<file path="src/design/assert_macros.svh">
// Assertion macros used by the maze carver RTL.
`ifndef ASSERT_MACROS_SVH
`define ASSERT_MACROS_SVH

// Property must hold at every rising clock edge outside reset.
`define AST_IMPL(label, clk, rst, prop, msg) \
  label: assert property (@(posedge clk) disable iff (rst) prop) else $error(msg);

// Condition must never be seen outside reset.
`define AST_NEVER(label, clk, rst, cond, msg) \
  label: assert property (@(posedge clk) disable iff (rst) !(cond)) else $error(msg);

`endif

</file>
<file path="src/design/rdmc_pkg.sv">
// Types, constants and helpers of the maze carver.
package rdmc_pkg;

  // Store geometry
  localparam int MAX_WIDTH  = 64;
  localparam int MAX_HEIGHT = 64;
  localparam int STORE_SIZE = MAX_WIDTH * MAX_HEIGHT;
  localparam int ADDR_W     = $clog2(STORE_SIZE);
  localparam int X_W        = $clog2(MAX_WIDTH);
  localparam int Y_W        = $clog2(MAX_HEIGHT);

  // Field widths
  localparam int COORD_W   = 6;
  localparam int REQ_W     = 2;
  localparam int DIR_W     = 2;
  localparam int NUM_DIRS  = 4;
  localparam int CELL_W    = 8;
  localparam int CFG_IDX_W = 1;

  // Cell layout: [3:0] unexplored directions, [4] open, [6:5] parent direction, [7] linked
  localparam int OPEN_IDX   = 4;
  localparam int PDIR_SHIFT = 5;
  localparam int LINK_IDX   = 7;
  localparam logic [CELL_W-1:0] CELL_NODE = 8'h1F;
  localparam logic [CELL_W-1:0] CELL_PASS = 8'h10;
  localparam logic [CELL_W-1:0] CELL_LINK = 8'h80;
  localparam logic [CELL_W-1:0] CELL_WALL = 8'h00;

  localparam logic [COORD_W-1:0] START_POS = 6'd1;
  localparam logic [COORD_W-1:0] MIN_SIDE  = 6'd3;
  localparam logic [COORD_W-1:0] SIZE_RST  = 6'd3;

  typedef enum logic [REQ_W-1:0] {
    REQ_START = 2'd0,
    REQ_DRAW  = 2'd1,
    REQ_READ  = 2'd2
  } req_code_t;

  typedef enum logic [DIR_W-1:0] {
    DIR_RIGHT = 2'd0,
    DIR_DOWN  = 2'd1,
    DIR_LEFT  = 2'd2,
    DIR_UP    = 2'd3
  } dir_t;

  typedef enum logic [CFG_IDX_W-1:0] {
    REG_MAZE_WIDTH  = 1'd0,
    REG_MAZE_HEIGHT = 1'd1
  } cfg_reg_t;

  typedef enum logic [3:0] {
    ST_IDLE,
    ST_SWEEP,
    ST_HERE_EVAL,
    ST_TGT_ISSUE,
    ST_TGT_EVAL,
    ST_MID_WR,
    ST_BT_ISSUE,
    ST_BT_EVAL,
    ST_READ_EVAL,
    ST_RESULT
  } state_t;

  typedef struct packed {
    logic               cell_open;
    logic               gen_done;
    logic               carved;
    logic [COORD_W-1:0] walk_x;
    logic [COORD_W-1:0] walk_y;
    logic               bad_size;
  } rsp_t;

  typedef struct packed {
    logic              we;
    logic [ADDR_W-1:0] addr;
    logic [CELL_W-1:0] wdata;
  } mem_req_t;

  // Row-major cell address
  function automatic logic [ADDR_W-1:0] cell_addr(input logic [COORD_W-1:0] x,
                                                  input logic [COORD_W-1:0] y);
    return ADDR_W'((int'(y) * MAX_WIDTH + int'(x)) % STORE_SIZE);
  endfunction

endpackage

</file>
<file path="src/design/rdmc_if.sv">
// Request, response and configuration channel interfaces.
interface rdmc_req_if;
  import rdmc_pkg::*;
  logic               valid;
  logic               ready;
  logic [REQ_W-1:0]   req_type;
  logic [DIR_W-1:0]   rand_dir;
  logic [COORD_W-1:0] read_x;
  logic [COORD_W-1:0] read_y;
  modport source (output valid, req_type, rand_dir, read_x, read_y, input ready);
  modport sink (input valid, req_type, rand_dir, read_x, read_y, output ready);
endinterface


interface rdmc_cfg_if;
  import rdmc_pkg::*;
  logic                 valid;
  logic                 ready;
  logic [CFG_IDX_W-1:0] index;
  logic [COORD_W-1:0]   data;
  modport source (output valid, index, data, input ready);
  modport sink (input valid, index, data, output ready);
endinterface

</file>
<file path="src/design/rdmc_ctrl.sv">
// Sequencer: decodes requests and runs read-modify-write passes over the cell store.
`include "assert_macros.svh"

module rdmc_ctrl (
  input  logic                           clk,
  input  logic                           rst,
  rdmc_req_if.sink                       req,
  rdmc_cfg_if.sink                       cfg,
  output rdmc_pkg::rsp_t                 res,
  output logic                           res_valid,
  input  logic                           res_take,
  output rdmc_pkg::mem_req_t             mem_req,
  input  logic [rdmc_pkg::CELL_W-1:0]    mem_rdata
);
  import rdmc_pkg::*;

  state_t state, state_next;
  logic [COORD_W-1:0] walk_col, walk_col_next, walk_row, walk_row_next;
  logic finished, finished_next;
  logic store_valid, store_valid_next;
  logic [COORD_W-1:0] grid_w, grid_w_next, grid_h, grid_h_next;
  logic [COORD_W-1:0] maze_width, maze_height;
  logic [DIR_W-1:0] dir, dir_next;
  logic [COORD_W-1:0] tgt_x, tgt_x_next, tgt_y, tgt_y_next;
  logic [X_W-1:0] sweep_x, sweep_x_next;
  logic [Y_W-1:0] sweep_y, sweep_y_next;
  logic res_open, res_open_next, res_carved, res_carved_next, res_bad, res_bad_next;
  logic [COORD_W-1:0] mid_x, mid_y;
  logic sweep_last;
  logic [CELL_W-1:0] sweep_val;

  // Wall between the current node and the target
  assign mid_x = COORD_W'(({1'b0, walk_col} + {1'b0, tgt_x}) >> 1);
  assign mid_y = COORD_W'(({1'b0, walk_row} + {1'b0, tgt_y}) >> 1);

  assign sweep_last = (sweep_x == X_W'(MAX_WIDTH - 1)) && (sweep_y == Y_W'(MAX_HEIGHT - 1));

  // Initial contents of the swept cell: node, start node, or wall
  always_comb begin
    sweep_val = CELL_WALL;
    if ((int'(sweep_x) < int'(grid_w)) && (int'(sweep_y) < int'(grid_h)) &&
        sweep_x[0] && sweep_y[0]) begin
      sweep_val = CELL_NODE;
      if ((int'(sweep_x) == int'(START_POS)) && (int'(sweep_y) == int'(START_POS)) &&
          !finished) begin
        sweep_val = CELL_NODE | CELL_LINK;
      end
    end
  end

  assign req.ready = (state == ST_IDLE);
  assign cfg.ready = 1'b1;
  assign res_valid = (state == ST_RESULT);

  assign res.cell_open = res_open;
  assign res.gen_done  = finished;
  assign res.carved    = res_carved;
  assign res.walk_x    = walk_col;
  assign res.walk_y    = walk_row;
  assign res.bad_size  = res_bad;

  // Next state, memory access and register updates
  always_comb begin
    logic [NUM_DIRS-1:0] dir_bits;
    logic                ok;
    logic [COORD_W:0]    sum;
    logic [COORD_W-1:0]  bx, by;

    state_next       = state;
    walk_col_next    = walk_col;
    walk_row_next    = walk_row;
    finished_next    = finished;
    store_valid_next = store_valid;
    grid_w_next      = grid_w;
    grid_h_next      = grid_h;
    dir_next         = dir;
    tgt_x_next       = tgt_x;
    tgt_y_next       = tgt_y;
    sweep_x_next     = sweep_x;
    sweep_y_next     = sweep_y;
    res_open_next    = res_open;
    res_carved_next  = res_carved;
    res_bad_next     = res_bad;
    mem_req          = '0;
    dir_bits         = mem_rdata[NUM_DIRS-1:0];
    ok               = 1'b0;
    sum              = '0;
    bx               = walk_col;
    by               = walk_row;

    unique case (state)
      ST_IDLE: begin
        if (req.valid) begin
          res_open_next   = 1'b0;
          res_carved_next = 1'b0;
          res_bad_next    = 1'b0;
          dir_next        = req.rand_dir;
          unique case (req.req_type)
            REQ_START: begin
              if (!maze_width[0] || !maze_height[0] ||
                  (int'(maze_width) > MAX_WIDTH) || (int'(maze_height) > MAX_HEIGHT)) begin
                res_bad_next = 1'b1;
                state_next   = ST_RESULT;
              end else begin
                grid_w_next      = maze_width;
                grid_h_next      = maze_height;
                walk_col_next    = START_POS;
                walk_row_next    = START_POS;
                finished_next    = !((maze_width >= MIN_SIDE) && (maze_height >= MIN_SIDE));
                store_valid_next = 1'b1;
                sweep_x_next     = '0;
                sweep_y_next     = '0;
                state_next       = ST_SWEEP;
              end
            end
            REQ_DRAW: begin
              if (finished) begin
                state_next = ST_RESULT;
              end else begin
                mem_req.addr = cell_addr(walk_col, walk_row);
                state_next   = ST_HERE_EVAL;
              end
            end
            REQ_READ: begin
              if (store_valid && (req.read_x < grid_w) && (req.read_y < grid_h)) begin
                mem_req.addr = cell_addr(req.read_x, req.read_y);
                state_next   = ST_READ_EVAL;
              end else begin
                state_next = ST_RESULT;
              end
            end
            default: state_next = ST_RESULT;
          endcase
        end
      end

      // One cell per cycle over the whole store
      ST_SWEEP: begin
        mem_req.we    = 1'b1;
        mem_req.addr  = ADDR_W'((int'(sweep_y) * MAX_WIDTH + int'(sweep_x)) % STORE_SIZE);
        mem_req.wdata = sweep_val;
        if (sweep_x == X_W'(MAX_WIDTH - 1)) begin
          sweep_x_next = '0;
          sweep_y_next = sweep_y + Y_W'(1);
        end else begin
          sweep_x_next = sweep_x + X_W'(1);
        end
        if (sweep_last) begin
          state_next = ST_RESULT;
        end
      end

      // Clear the drawn direction if unexplored and pick the target node, else go to backtrack
      ST_HERE_EVAL: begin
        state_next = ST_BT_ISSUE;
        if (dir_bits[dir]) begin
          mem_req.we    = 1'b1;
          mem_req.addr  = cell_addr(walk_col, walk_row);
          mem_req.wdata = mem_rdata & ~(CELL_W'(1) << dir);
          unique case (dir)
            DIR_RIGHT: begin
              sum = {1'b0, walk_col} + (COORD_W + 1)'(2);
              ok  = sum < {1'b0, grid_w};
              bx  = sum[COORD_W-1:0];
            end
            DIR_DOWN: begin
              sum = {1'b0, walk_row} + (COORD_W + 1)'(2);
              ok  = sum < {1'b0, grid_h};
              by  = sum[COORD_W-1:0];
            end
            DIR_LEFT: begin
              ok = walk_col >= COORD_W'(2);
              bx = walk_col - COORD_W'(2);
            end
            default: begin
              ok = walk_row >= COORD_W'(2);
              by = walk_row - COORD_W'(2);
            end
          endcase
          if (ok) begin
            tgt_x_next = bx;
            tgt_y_next = by;
            state_next = ST_TGT_ISSUE;
          end
        end
      end

      ST_TGT_ISSUE: begin
        mem_req.addr = cell_addr(tgt_x, tgt_y);
        state_next   = ST_TGT_EVAL;
      end

      // Link an open, unlinked target and record the parent direction, else go to backtrack
      ST_TGT_EVAL: begin
        if (mem_rdata[OPEN_IDX] && !mem_rdata[LINK_IDX]) begin
          mem_req.we    = 1'b1;
          mem_req.addr  = cell_addr(tgt_x, tgt_y);
          mem_req.wdata = mem_rdata | CELL_LINK | (CELL_W'(dir) << PDIR_SHIFT);
          state_next    = ST_MID_WR;
        end else begin
          state_next = ST_BT_ISSUE;
        end
      end

      // Walls only ever hold the open bit, so a plain write is the full update
      ST_MID_WR: begin
        mem_req.we      = 1'b1;
        mem_req.addr    = cell_addr(mid_x, mid_y);
        mem_req.wdata   = CELL_PASS;
        walk_col_next   = tgt_x;
        walk_row_next   = tgt_y;
        res_carved_next = 1'b1;
        state_next      = ST_RESULT;
      end

      ST_BT_ISSUE: begin
        mem_req.addr = cell_addr(walk_col, walk_row);
        state_next   = ST_BT_EVAL;
      end

      // One backtrack step per read
      ST_BT_EVAL: begin
        if (dir_bits != '0) begin
          state_next = ST_RESULT;
        end else if ((walk_col == START_POS) && (walk_row == START_POS)) begin
          finished_next = 1'b1;
          state_next    = ST_RESULT;
        end else begin
          unique case (dir_t'(mem_rdata[PDIR_SHIFT +: DIR_W]))
            DIR_RIGHT: bx = walk_col - COORD_W'(2);
            DIR_DOWN:  by = walk_row - COORD_W'(2);
            DIR_LEFT:  bx = walk_col + COORD_W'(2);
            default:   by = walk_row + COORD_W'(2);
          endcase
          walk_col_next = bx;
          walk_row_next = by;
          if ((bx == START_POS) && (by == START_POS)) begin
            finished_next = 1'b1;
            state_next    = ST_RESULT;
          end else begin
            state_next = ST_BT_ISSUE;
          end
        end
      end

      ST_READ_EVAL: begin
        res_open_next = mem_rdata[OPEN_IDX];
        state_next    = ST_RESULT;
      end

      ST_RESULT: begin
        if (res_take) begin
          state_next = ST_IDLE;
        end
      end

      default: state_next = ST_IDLE;
    endcase
  end

  // Control registers
  always_ff @(posedge clk) begin
    if (rst) begin
      state       <= ST_IDLE;
      walk_col    <= START_POS;
      walk_row    <= START_POS;
      finished    <= 1'b1;
      store_valid <= 1'b0;
      grid_w      <= SIZE_RST;
      grid_h      <= SIZE_RST;
      res_open    <= 1'b0;
      res_carved  <= 1'b0;
      res_bad     <= 1'b0;
    end else begin
      state       <= state_next;
      walk_col    <= walk_col_next;
      walk_row    <= walk_row_next;
      finished    <= finished_next;
      store_valid <= store_valid_next;
      grid_w      <= grid_w_next;
      grid_h      <= grid_h_next;
      res_open    <= res_open_next;
      res_carved  <= res_carved_next;
      res_bad     <= res_bad_next;
    end
  end

  // Working registers
  always_ff @(posedge clk) begin
    dir     <= dir_next;
    tgt_x   <= tgt_x_next;
    tgt_y   <= tgt_y_next;
    sweep_x <= sweep_x_next;
    sweep_y <= sweep_y_next;
  end

  // Size registers, used at the next start
  always_ff @(posedge clk) begin
    if (rst) begin
      maze_width  <= SIZE_RST;
      maze_height <= SIZE_RST;
    end else if (cfg.valid) begin
      if (cfg.index == REG_MAZE_WIDTH) begin
        maze_width <= cfg.data;
      end else begin
        maze_height <= cfg.data;
      end
    end
  end

  `AST_IMPL(a_we_state, clk, rst, mem_req.we |-> (state == ST_SWEEP || state == ST_HERE_EVAL || state == ST_TGT_EVAL || state == ST_MID_WR), "store written outside a write state")
  `AST_NEVER(a_walk_odd, clk, rst, !(walk_col[0] && walk_row[0]), "walk left the odd node grid")
  `AST_IMPL(a_carve_live, clk, rst, (state == ST_RESULT && res_carved) |-> !finished, "carve reported on a finished maze")
  `AST_IMPL(a_sweep_end, clk, rst, (state == ST_SWEEP && sweep_last) |=> (state == ST_RESULT), "sweep did not end at last cell")

endmodule

</file>
<file path="src/flat_wrapper.sv">
// flat-port wrapper written by rule: the top's interface ports become plain ports
module rdmc_ctrl_flat import rdmc_pkg::*;
  (clk, rst, res, res_valid, res_take, mem_req, mem_rdata, req_valid, req_req_type, req_rand_dir, req_read_x, req_read_y, req_ready, cfg_valid, cfg_index, cfg_data, cfg_ready);
  rdmc_req_if req_i ();
  rdmc_cfg_if cfg_i ();
  input  logic clk;
  input  logic rst;
  output rdmc_pkg::rsp_t res;
  output logic res_valid;
  input  logic res_take;
  output rdmc_pkg::mem_req_t mem_req;
  input  logic [rdmc_pkg::CELL_W-1:0] mem_rdata;
  input wire logic [$bits(req_i.valid)-1:0] req_valid;
  input wire logic [$bits(req_i.req_type)-1:0] req_req_type;
  input wire logic [$bits(req_i.rand_dir)-1:0] req_rand_dir;
  input wire logic [$bits(req_i.read_x)-1:0] req_read_x;
  input wire logic [$bits(req_i.read_y)-1:0] req_read_y;
  output wire logic [$bits(req_i.ready)-1:0] req_ready;
  input wire logic [$bits(cfg_i.valid)-1:0] cfg_valid;
  input wire logic [$bits(cfg_i.index)-1:0] cfg_index;
  input wire logic [$bits(cfg_i.data)-1:0] cfg_data;
  output wire logic [$bits(cfg_i.ready)-1:0] cfg_ready;
  assign req_i.valid = req_valid;
  assign req_i.req_type = req_req_type;
  assign req_i.rand_dir = req_rand_dir;
  assign req_i.read_x = req_read_x;
  assign req_i.read_y = req_read_y;
  assign req_ready = req_i.ready;
  assign cfg_i.valid = cfg_valid;
  assign cfg_i.index = cfg_index;
  assign cfg_i.data = cfg_data;
  assign cfg_ready = cfg_i.ready;
  rdmc_ctrl u_core (.clk(clk), .rst(rst), .req(req_i), .cfg(cfg_i), .res(res), .res_valid(res_valid), .res_take(res_take), .mem_req(mem_req), .mem_rdata(mem_rdata));
endmodule
</file>
<file path="config.mk">
export PLATFORM = sky130hd
export DESIGN_NAME = rdmc_ctrl_flat
export DESIGN_NICKNAME = d
export VERILOG_FILES = /design/src/design/rdmc_pkg.sv /design/src/design/rdmc_if.sv /design/src/design/rdmc_ctrl.sv /design/src/flat_wrapper.sv
export VERILOG_INCLUDE_DIRS = /design/src /design/src/design
export SDC_FILE = /design/constraint.sdc
export NUM_CORES = 1
export LEC_CHECK = 0
export ABC_AREA = 0
export BUFFER_PORTS_ARGS = -buffer_cell sky130_fd_sc_hd__buf_2
export CORE_ASPECT_RATIO = 0.5
export CORE_MARGIN = 1.5
export CORE_UTILIZATION = 59
export CTS_CLUSTER_SIZE = 28
export DETAILED_ROUTE_END_ITERATION = 7
export PLACE_DENSITY = 0.81
export SLEW_MARGIN = 15
export SYNTH_ARGS = -nofsm -noshare
export SYNTH_HDL_FRONTEND = slang
export SYNTH_SLANG_ARGS = --single-unit
</file>
<file path="constraint.sdc">
create_clock -name clk -period 5 [get_ports clk]
set_input_delay 0.25 -clock clk [delete_from_list [all_inputs] [get_ports clk]]
set_output_delay 0.25 -clock clk [all_outputs]
set_load 0.005 [all_outputs]
</file>
==> out/qor.csv, run 1 <==
metric,value,unit
num_rows,25,
synth_top_area_frac,0.155,
initial_core_util,0.610,
cts_tree,yes,
clock_latency,0.34,ns
cts_root_buf,clkbuf_16,
antenna_left,0,
htreeDepth,3,
min-delay-start,req_rand_dir[0],
track_usage,0.330,
cts_hold_buf,0,
ioPinCount,76,
dpl_cell_area,0.00606,sq mm
diodes,0,
grt_max_degree,48,
finalWirelength,16800,microns
setup.worst_path.class,reg -> reg,
final_area,0.00633,sq mm
netlist_area,0.00580,sq mm
clock_power_share,0.303,
rsz0062_at_grt,no,
pre_cts_slack,1.77,ns
internal_power,1260,uW
post_cts_buffers,0,
ys_dominant_reg_cell,dfxtp_1,
dp_hpwl,12000,microns
syn_nets,774,
fin_ws,1.65,ns
grt_pass1_vias,5073,
final.setup.tns,0,ns
final_cell_mix,"nand2_1 (80), buf_2 (74), a21oi_1 (55), nor2_1 (54), ha_1 (52)",
die_x,143,microns
drc,0,
synth_top_cell_by_area,dfxtp_1,
power,2000,uW
antenna_found_initial,0,
p_seq_frac,0.407,
synth_edf_count,26,
comb_power_share,0.291,
fill_cells,832,
drt_iter0_drc,656,
status,completed,
period_minus_slack,3.35,ns
final_nets,812,
cp-end-kind,flip-flop,
slew_headroom,0.196,
drive_above_1_share,0.160,
met1Wirelength,7240,microns
layout_commonest_cell,nand2_1,
met3_length,2090,microns
drt-vias-per-instance,6.59,
gp_congestion,0.956,
setup_violations,0,
drt_pass1_iterations,6,
min_path_type,in -> reg,
p_leak,0.00257,uW
cts.sinks,71,
p_sw_frac,0.368,
die_h,73.1,microns
overflow,0,
dr_wl_met2,7130,microns
cts_resized,0,
power_density,315,mW/mm^2
r2r_setup_slack,1.65,ns
crit_fanout,16,
num_vias,5681,
skew,0.00391,ns
p_switching,735,uW
fin_hold_ws,0.0827,ns
fp.dieArea,0.0105,sq mm
required,5.04,ns
syn_area_per_cell,8.47,sq um
area_growth,9.24,%
cts_made_buffers,9,
routedWlPerCell,19.5,microns
syn_inst,684,
synth.distinct_cells,77,
finalCritPeriodShare,0.670,
grt_pass1_wl,26000,microns
cp.arrival,3.39,ns
slew_violations,0,
path_clk_slew,0.06,ns
yosys_warnings,0,
hold_viol_final,0,
min_to,u_core.dir[0],
reg2regPathDepth,9,
cts_buffer_depth,2,
core_area,0.00951,sq mm
fmax,298,MHz
max-vdd-ir-drop,0.192,mV
tightest_slew,1.20,ns
r2r-start,u_core.walk_col[1],
port_buffers,74,
routed.top_layer,met4,
cap_violations,0,
start_kind,flip-flop,
r2r-end,u_core.tgt_x[1],
synthArstFlopShare,0,
yosys-top-cells-area,"dfxtp_1 (16%), edfxtp_1 (13%), ha_1 (11%), nand2_1 (5.2%), a21oi_1 (4.7%)",
seq_area_frac_synth,0.290,
hold_path_depth,1,
ys_ff_latch,71,
## Yosys cell counts (all sizes together) (4+ instances only)
library cell and instances:
dfxtp 45, nor2 54, a21o 10, a32oi 13, nand2b 9, a22oi 5, mux2i 5, nor2b 6
a211oi 12, nand4 4, ha 52, nor3 15, nand2 80, and4 5, o21ai 35, a21oi 55
a2111oi 4, o211ai 6, nand3 16, xor2 17, xnor2 21, edfxtp 26, o21bai 5, nor4 6
and3 5, or4 8, or3 8, o31ai 4, and2 5, a211o 6, inv 29, o221ai 9
a222oi 12, nor3b 5, clkbuf 34, buf 16
## power by group through the flow
| stage | Sequential [uW] | Combinational, uW | Clock, uW |
|---|---|---|---|
| 2_1_floorplan | 733 | 461 | 0 |
| 3_3_place_gp | 813 | 547 | 0 |
| 3_5_place_dp | 815 | 562 | 0 |
| 4_1_cts | 804 | 568 | 605 |
| 5_1_grt | 820 | 643 | 633 |
| 6_report | 813 | 580 | 604 |
## metrics by stage
| stage | cells | utilization |
|---|---|---|
| 2_1_floorplan | 684 | - |
| 3_3_place_gp | 846 | 0.638 |
| 3_5_place_dp | 846 | 0.638 |
| 4_1_cts | 862 | 0.666 |
| 5_1_grt | 862 | 0.666 |
| 6_report | 862 | 0.666 |
## state kept, by name, summed over array words and instances, names as in the netlist
register / flops
u_core.dir: 2
u_core.finished: 1
u_core.grid_h: 6
u_core.grid_w: 6
u_core.maze_height: 6
u_core.maze_width: 6
u_core.res_bad: 1
u_core.res_carved: 1
u_core.res_open: 1
u_core.state: 4
u_core.store_valid: 1
u_core.sweep_x: 6
u_core.sweep_y: 6
u_core.tgt_x: 6
u_core.tgt_y: 6
u_core.walk_col: 6
u_core.walk_row: 6
## cell families after synthesis
logic type | after synthesis | synth area share
muxes | 7 | 0.0151
DFF | 71 | 0.290
adders and majority gates | 54 | 0.119
other | 1 | 0.000647
xor gates and xnor gates | 38 | 0.0574
buffers and inverters | 79 | 0.0710
AOI/OAI and AO/OA | 197 | 0.240
and+or+nand+nor | 237 | 0.206
## worst max-delay path: stages, from the launching register on
cell and delay (ns):
dfxtp_1 0.71, ha_1 0.35, nand3_1 0.15, xnor2_1 0.25, ha_1 0.28, a2111oi_0 0.34
o21ai_0 0.15, o221ai_1 0.26, nor3b_2 0.28, buf_4 0.27
## cell type report
cell class	instances	area, sq um	share of cell area
clock inverters	6	41.3	0.00652
inverters	29	109	0.0172
clock buffers	10	229	0.0362
repair buffers	77	393	0.0620
flip-flops and latches	71	1680	0.266
well taps	135	169	0.0267
multi-input cells	534	3710	0.586
## how the worst max path moves through the flow
stage | startpoint | end | slack [ns] | cells after the start
after floorplan | u_core.walk_col[3] | u_core.tgt_x[0] | 1.36 | 10
after global routing | u_core.walk_col[3] | u_core.tgt_x[0] | 1.48 | 9
after global placement | u_core.walk_col[1] | u_core.tgt_y[3] | 1.88 | 9
after CTS | u_core.walk_col[1] | u_core.tgt_x[4] | 1.73 | 9
final | u_core.walk_col[1] | u_core.tgt_x[1] | 1.65 | 9
after detailed placement | u_core.walk_col[3] | u_core.tgt_y[3] | 1.77 | 9
## per-layer routing
layer	up-vias	track usage
met1	2645	0.457
met5	-	0
met4	0	0.121
li1	2611	-
met2	370	0.492
met3	55	0.0919
Power figures use the tool's default switching activity.
==> inputs of run 2 (changes only) <==
Clock period 5 ns to 3.4 ns, I/O delays scaled along.
==> out/qor.csv, run 2 (same netlist as run 1, synthesis figures left out) <==
metric,value,unit,change
required,3.45,ns,-1.59 ns
final_cell_mix,"nand2_1 (80), buf_2 (74), a21oi_1 (55), nor2_1 (54), ha_1 (52)",,
core_area,0.00951,sq mm,unchanged
start_kind,flip-flop,,
diodes,0,,unchanged
setup.worst_path.class,reg -> reg,,
hold_path_depth,3,,+2
grt_max_degree,48,,unchanged
finalWirelength,17700,microns,+5.2%
skew,0.00927,ns,+0.00536 ns
max-vdd-ir-drop,0.317,mV,+66%
cts.sinks,71,,unchanged
reg2regPathDepth,10,,+1
final_nets,829,,+2.1%
rsz0062_at_grt,no,,
pre_cts_slack,0.473,ns,-1.30 ns
dr_wl_met2,7500,microns,+5.2%
status,"finished, violations left",,
r2r-start,u_core.walk_col[2],,
drc,20,,+20
fp.dieArea,0.0105,sq mm,unchanged
cts_resized,0,,unchanged
fmax,332,MHz,+11%
hold_viol_final,0,,unchanged
cts_buffer_depth,2,,unchanged
min-delay-start,cfg_data[1],,
antenna_left,0,,unchanged
drive_above_1_share,0.176,,+0.0165
setup_violations,0,,unchanged
grt_pass1_wl,27100,microns,+3.9%
power,2990,uW,+50%
period_minus_slack,3.01,ns,-0.340 ns
drt_pass1_iterations,8,,+2
num_rows,25,,unchanged
ioPinCount,76,,unchanged
overflow,0,,unchanged
routedWlPerCell,20.1,microns,+3.2%
port_buffers,74,,unchanged
slew_violations,0,,unchanged
met3_length,2270,microns,+8.6%
clock_latency,0.35,ns,about the same
layout_commonest_cell,nand2_1,,
area_growth,11.7,%,
drt_iter0_drc,806,,+23%
path_clk_slew,0.06,ns,about the same
slew_headroom,0.359,,+0.162
die_x,143,microns,unchanged
fin_ws,0.389,ns,-1.26 ns
htreeDepth,3,,unchanged
gp_congestion,0.997,,+4.3%
die_h,73.1,microns,unchanged
finalCritPeriodShare,0.886,,+0.215
tightest_slew,0.962,ns,-0.241 ns
routed.top_layer,met4,,
p_leak,0.00266,uW,+3.5%
crit_fanout,13,,-3
initial_core_util,0.610,,unchanged
cap_violations,0,,unchanged
cts_tree,yes,,
cp-end-kind,flip-flop,,
cp.arrival,3.06,ns,-0.33 ns
final.setup.tns,0,ns,unchanged
cts_made_buffers,9,,unchanged
dp_hpwl,12900,microns,+7.4%
grt_pass1_vias,5218,,+2.9%
min_path_type,in -> reg,,
cts_root_buf,clkbuf_16,,
r2r_setup_slack,0.39,ns,-1.26 ns
cts_hold_buf,2,,+2
post_cts_buffers,0,,unchanged
violations,design-rule violations,,
track_usage,0.346,,+0.0159
startpoint,u_core.walk_col[2],,
met1Wirelength,7490,microns,+3.5%
antenna_found_initial,0,,unchanged
num_vias,5758,,+1.4%
power_density,462,mW/mm^2,+46%
drt-vias-per-instance,6.55,,-0.60%
==> run 2: changes by cell type in the layout (fill, tap and decap cells not counted), moves of 2 or more <==
cell,delta
dlygate4sd3_1,+2
clkinv_4,+3
buf_4,+15
inv_4,-2
==> run 2: area by class of cell <==
cell class                      count  area (sq um)
Clock inverter                      7          56.3
Tap cell                          135           169
Fill cell                         819          3030
Multi-Input combinational cell    534          3710
Clock buffer                        9           225
Sequential cell                    71          1680
Inverter                           29           109
Timing Repair Buffer               94           526
==> run 2: path summary, 6_finish.rpt <==
path / end
max: u_core.tgt_y[1]
min: u_core.maze_width[1]
max reg2reg: u_core.tgt_y[1]
min reg2reg: u_core.grid_w[4]
==> run 2: worst max-delay path, stage by stage, from the launching register on <==
cell and delay, ns:
dfxtp_1 0.34, buf_4 0.20, ha_1 0.27, nand3_1 0.15, xnor2_1 0.16, ha_1 0.29
a2111oi_0 0.33, o21ai_0 0.19, o221ai_1 0.27, nor3b_2 0.25, buf_4 0.23
==> run 2: through the flow <==
stage          std cells  hold WS (ns)  utilization  cell area (sq um)
5_1_grt              879        0.0661        0.681               6480
6_report             879        0.0450        0.681               6480
2_1_floorplan        684         0.269            -               5800
3_3_place_gp         861         0.349        0.649               6170
4_1_cts              879        0.0436        0.681               6480
3_5_place_dp         861         0.349        0.649               6170
==> run 2: power breakdown <==
part	switching, uW	leakage (uW)	internal, uW	total [uW]
Sequential	171	0.000609	992	1160
Clock	415	0.000140	503	918
Combinational	530	0.00191	378	908
Total	1120	0.00266	1870	2990
==> run 2: routing by layer <==
metal  vias up  track usage
li1       2643            -
met1      2681        0.466
met2       378        0.520
met3        56        0.124
met4         0        0.108
met5         -            0
==> inputs of run 3 (changes only) <==
Settings changed: CORE_MARGIN 1.5 to unset.
==> out/qor.csv, run 3 (same netlist as run 1, synthesis figures left out) <==
metric,value,unit,change
cts_hold_buf,2,,unchanged
crit_fanout,13,,unchanged
drt_iter0_drc,660,,-18%
fmax,332,MHz,about the same
path_clk_slew,0.06,ns,about the same
htreeDepth,3,,unchanged
hold_viol_final,0,,unchanged
initial_core_util,0.612,,+0.00201
crit_top_cell,nand2_1,,
required,3.23,ns,-0.22 ns
max-vdd-ir-drop,0.281,mV,-11%
layout_commonest_cell,nand2_1,,
status,completed,,
port_buffers,74,,unchanged
final_util,0.692,,+0.0106
gp_congestion,0.953,,-4.4%
min_path_type,in -> reg,,
pre_cts_slack,0.556,ns,+0.0839 ns
drt-vias-per-instance,6.42,,-1.9%
antenna_left,0,,unchanged
start_kind,flip-flop,,
setup.worst_path.class,reg -> out,,
met3_length,2070,microns,-8.6%
slew_headroom,0.350,,-0.00836
grt_pass1_vias,5180,,-0.73%
power,3180,uW,+6.4%
final_cell_mix,"nand2_1 (80), buf_2 (74), a21oi_1 (55), nor2_1 (54), ha_1 (52)",,
post_cts_buffers,0,,unchanged
overflow,0,,unchanged
dr_wl_met2,7500,microns,about the same
finalCritPeriodShare,0.886,,about the same
period_minus_slack,3.01,ns,+0.00154 ns
final.setup.tns,0,ns,unchanged
cts_tree,yes,,
num_rows,25,,unchanged
area_growth,13.1,%,
drc,0,,-100%
slowest_delay,0.46,ns,+0.12 ns
cts_root_buf,clkbuf_16,,
cap_violations,0,,unchanged
core_area,0.00948,sq mm,-0.33%
ioPinCount,76,,unchanged
clock_latency,0.34,ns,about the same
tightest_slew,0.967,ns,+0.00509 ns
finalWirelength,17300,microns,-2.2%
dp_hpwl,12600,microns,-2.3%
fill_cells,791,,-3.4%
drive_above_1_share,0.178,,+0.00221
routed.top_layer,met4,,
die_x,142,microns,-0.70%
crit_family,simple AND/OR/NAND/NOR gates,,
cp-end-kind,output pin,,
fp.dieArea,0.0102,sq mm,-2.1%
routedWlPerCell,19.7,microns,-2.4%
crit_chain,or2_1 -> nor3_2 -> nand2_1 -> inv_1 -> nand2_1 -> o211ai_1 -> buf_2,,
drt_pass1_iterations,7,,-1
cp_slowest_cell,dfxtp_1,,
die_h,72.1,microns,-1.4%
num_vias,5659,,-1.7%
antenna_found_initial,0,,unchanged
critPathBufInv,2,,unchanged
cts_made_buffers,9,,unchanged
rsz0062_at_grt,no,,
cts_buffer_depth,2,,unchanged
skew,0.00871,ns,-0.000555 ns
p_leak,0.00270,uW,+1.4%
met1Wirelength,7510,microns,+0.23%
final_nets,831,,+0.24%
diodes,0,,unchanged
cp.arrival,2.84,ns,-0.22 ns
slew_violations,0,,unchanged
power_density,485,mW/mm^2,+5.1%
grt_max_degree,48,,unchanged
cts.sinks,71,,unchanged
fin_ws,0.388,ns,-0.00154 ns
grt_pass1_wl,27400,microns,+1.1%
cts_resized,0,,unchanged
track_usage,0.354,,+0.00800
setup_violations,0,,unchanged
==> run 3: worst paths after layout <==
path,start,to,slack (ns),cells after the start
max,u_core.state[1],mem_req[15],0.39,7
min,cfg_data[0],u_core.maze_width[0],0.06,3
max reg2reg,u_core.walk_col[1],u_core.tgt_x[5],0.53,9
min reg2reg,u_core.grid_w[2],u_core.grid_w[2],0.46,2
==> run 3: report_power, final <==
group | switching [uW] | internal (uW) | total (uW)
registers | 179 | 992 | 1170
logic | 519 | 378 | 897
clock network | 388 | 722 | 1110
total | 1090 | 2090 | 3180
==> run 3: worst register-to-register path: cells and delay by family (launching register included) <==
kind,cells,cell delay [ns]
DFF,1,0.48
and+or+nand+nor,2,0.38
xor gates and xnor gates,1,0.19
AOI/OAI and AO/OA,3,0.76
adders and majority gates,2,0.58
buffers and inverters,1,0.20
==> run 3: layout make-up <==
| cell class | instances | area [sq um] | share of cell area |
|---|---|---|---|
| flip-flops and latches | 71 | 1680 | 0.257 |
| inverters | 29 | 109 | 0.0166 |
| repair buffers | 96 | 541 | 0.0825 |
| well taps | 135 | 169 | 0.0258 |
| clock buffers | 10 | 229 | 0.0349 |
| clock inverters | 6 | 116 | 0.0178 |
| multi-input cells | 534 | 3710 | 0.566 |
==> run 3: layer usage <==
metal,up-vias,global-route usage
met5,-,0
met4,0,0.105
met3,26,0.0838
met2,300,0.542
met1,2684,0.497
li1,2649,-
==> run 3: through the flow <==
step	instances	instance area, sq um	hold slack [ns]
6_report	881	6560	0.0628
5_1_grt	881	6560	0.0825
4_1_cts	881	6560	0.0571
3_5_place_dp	863	6190	0.350
3_3_place_gp	863	6190	0.348
2_1_floorplan	684	5800	0.269
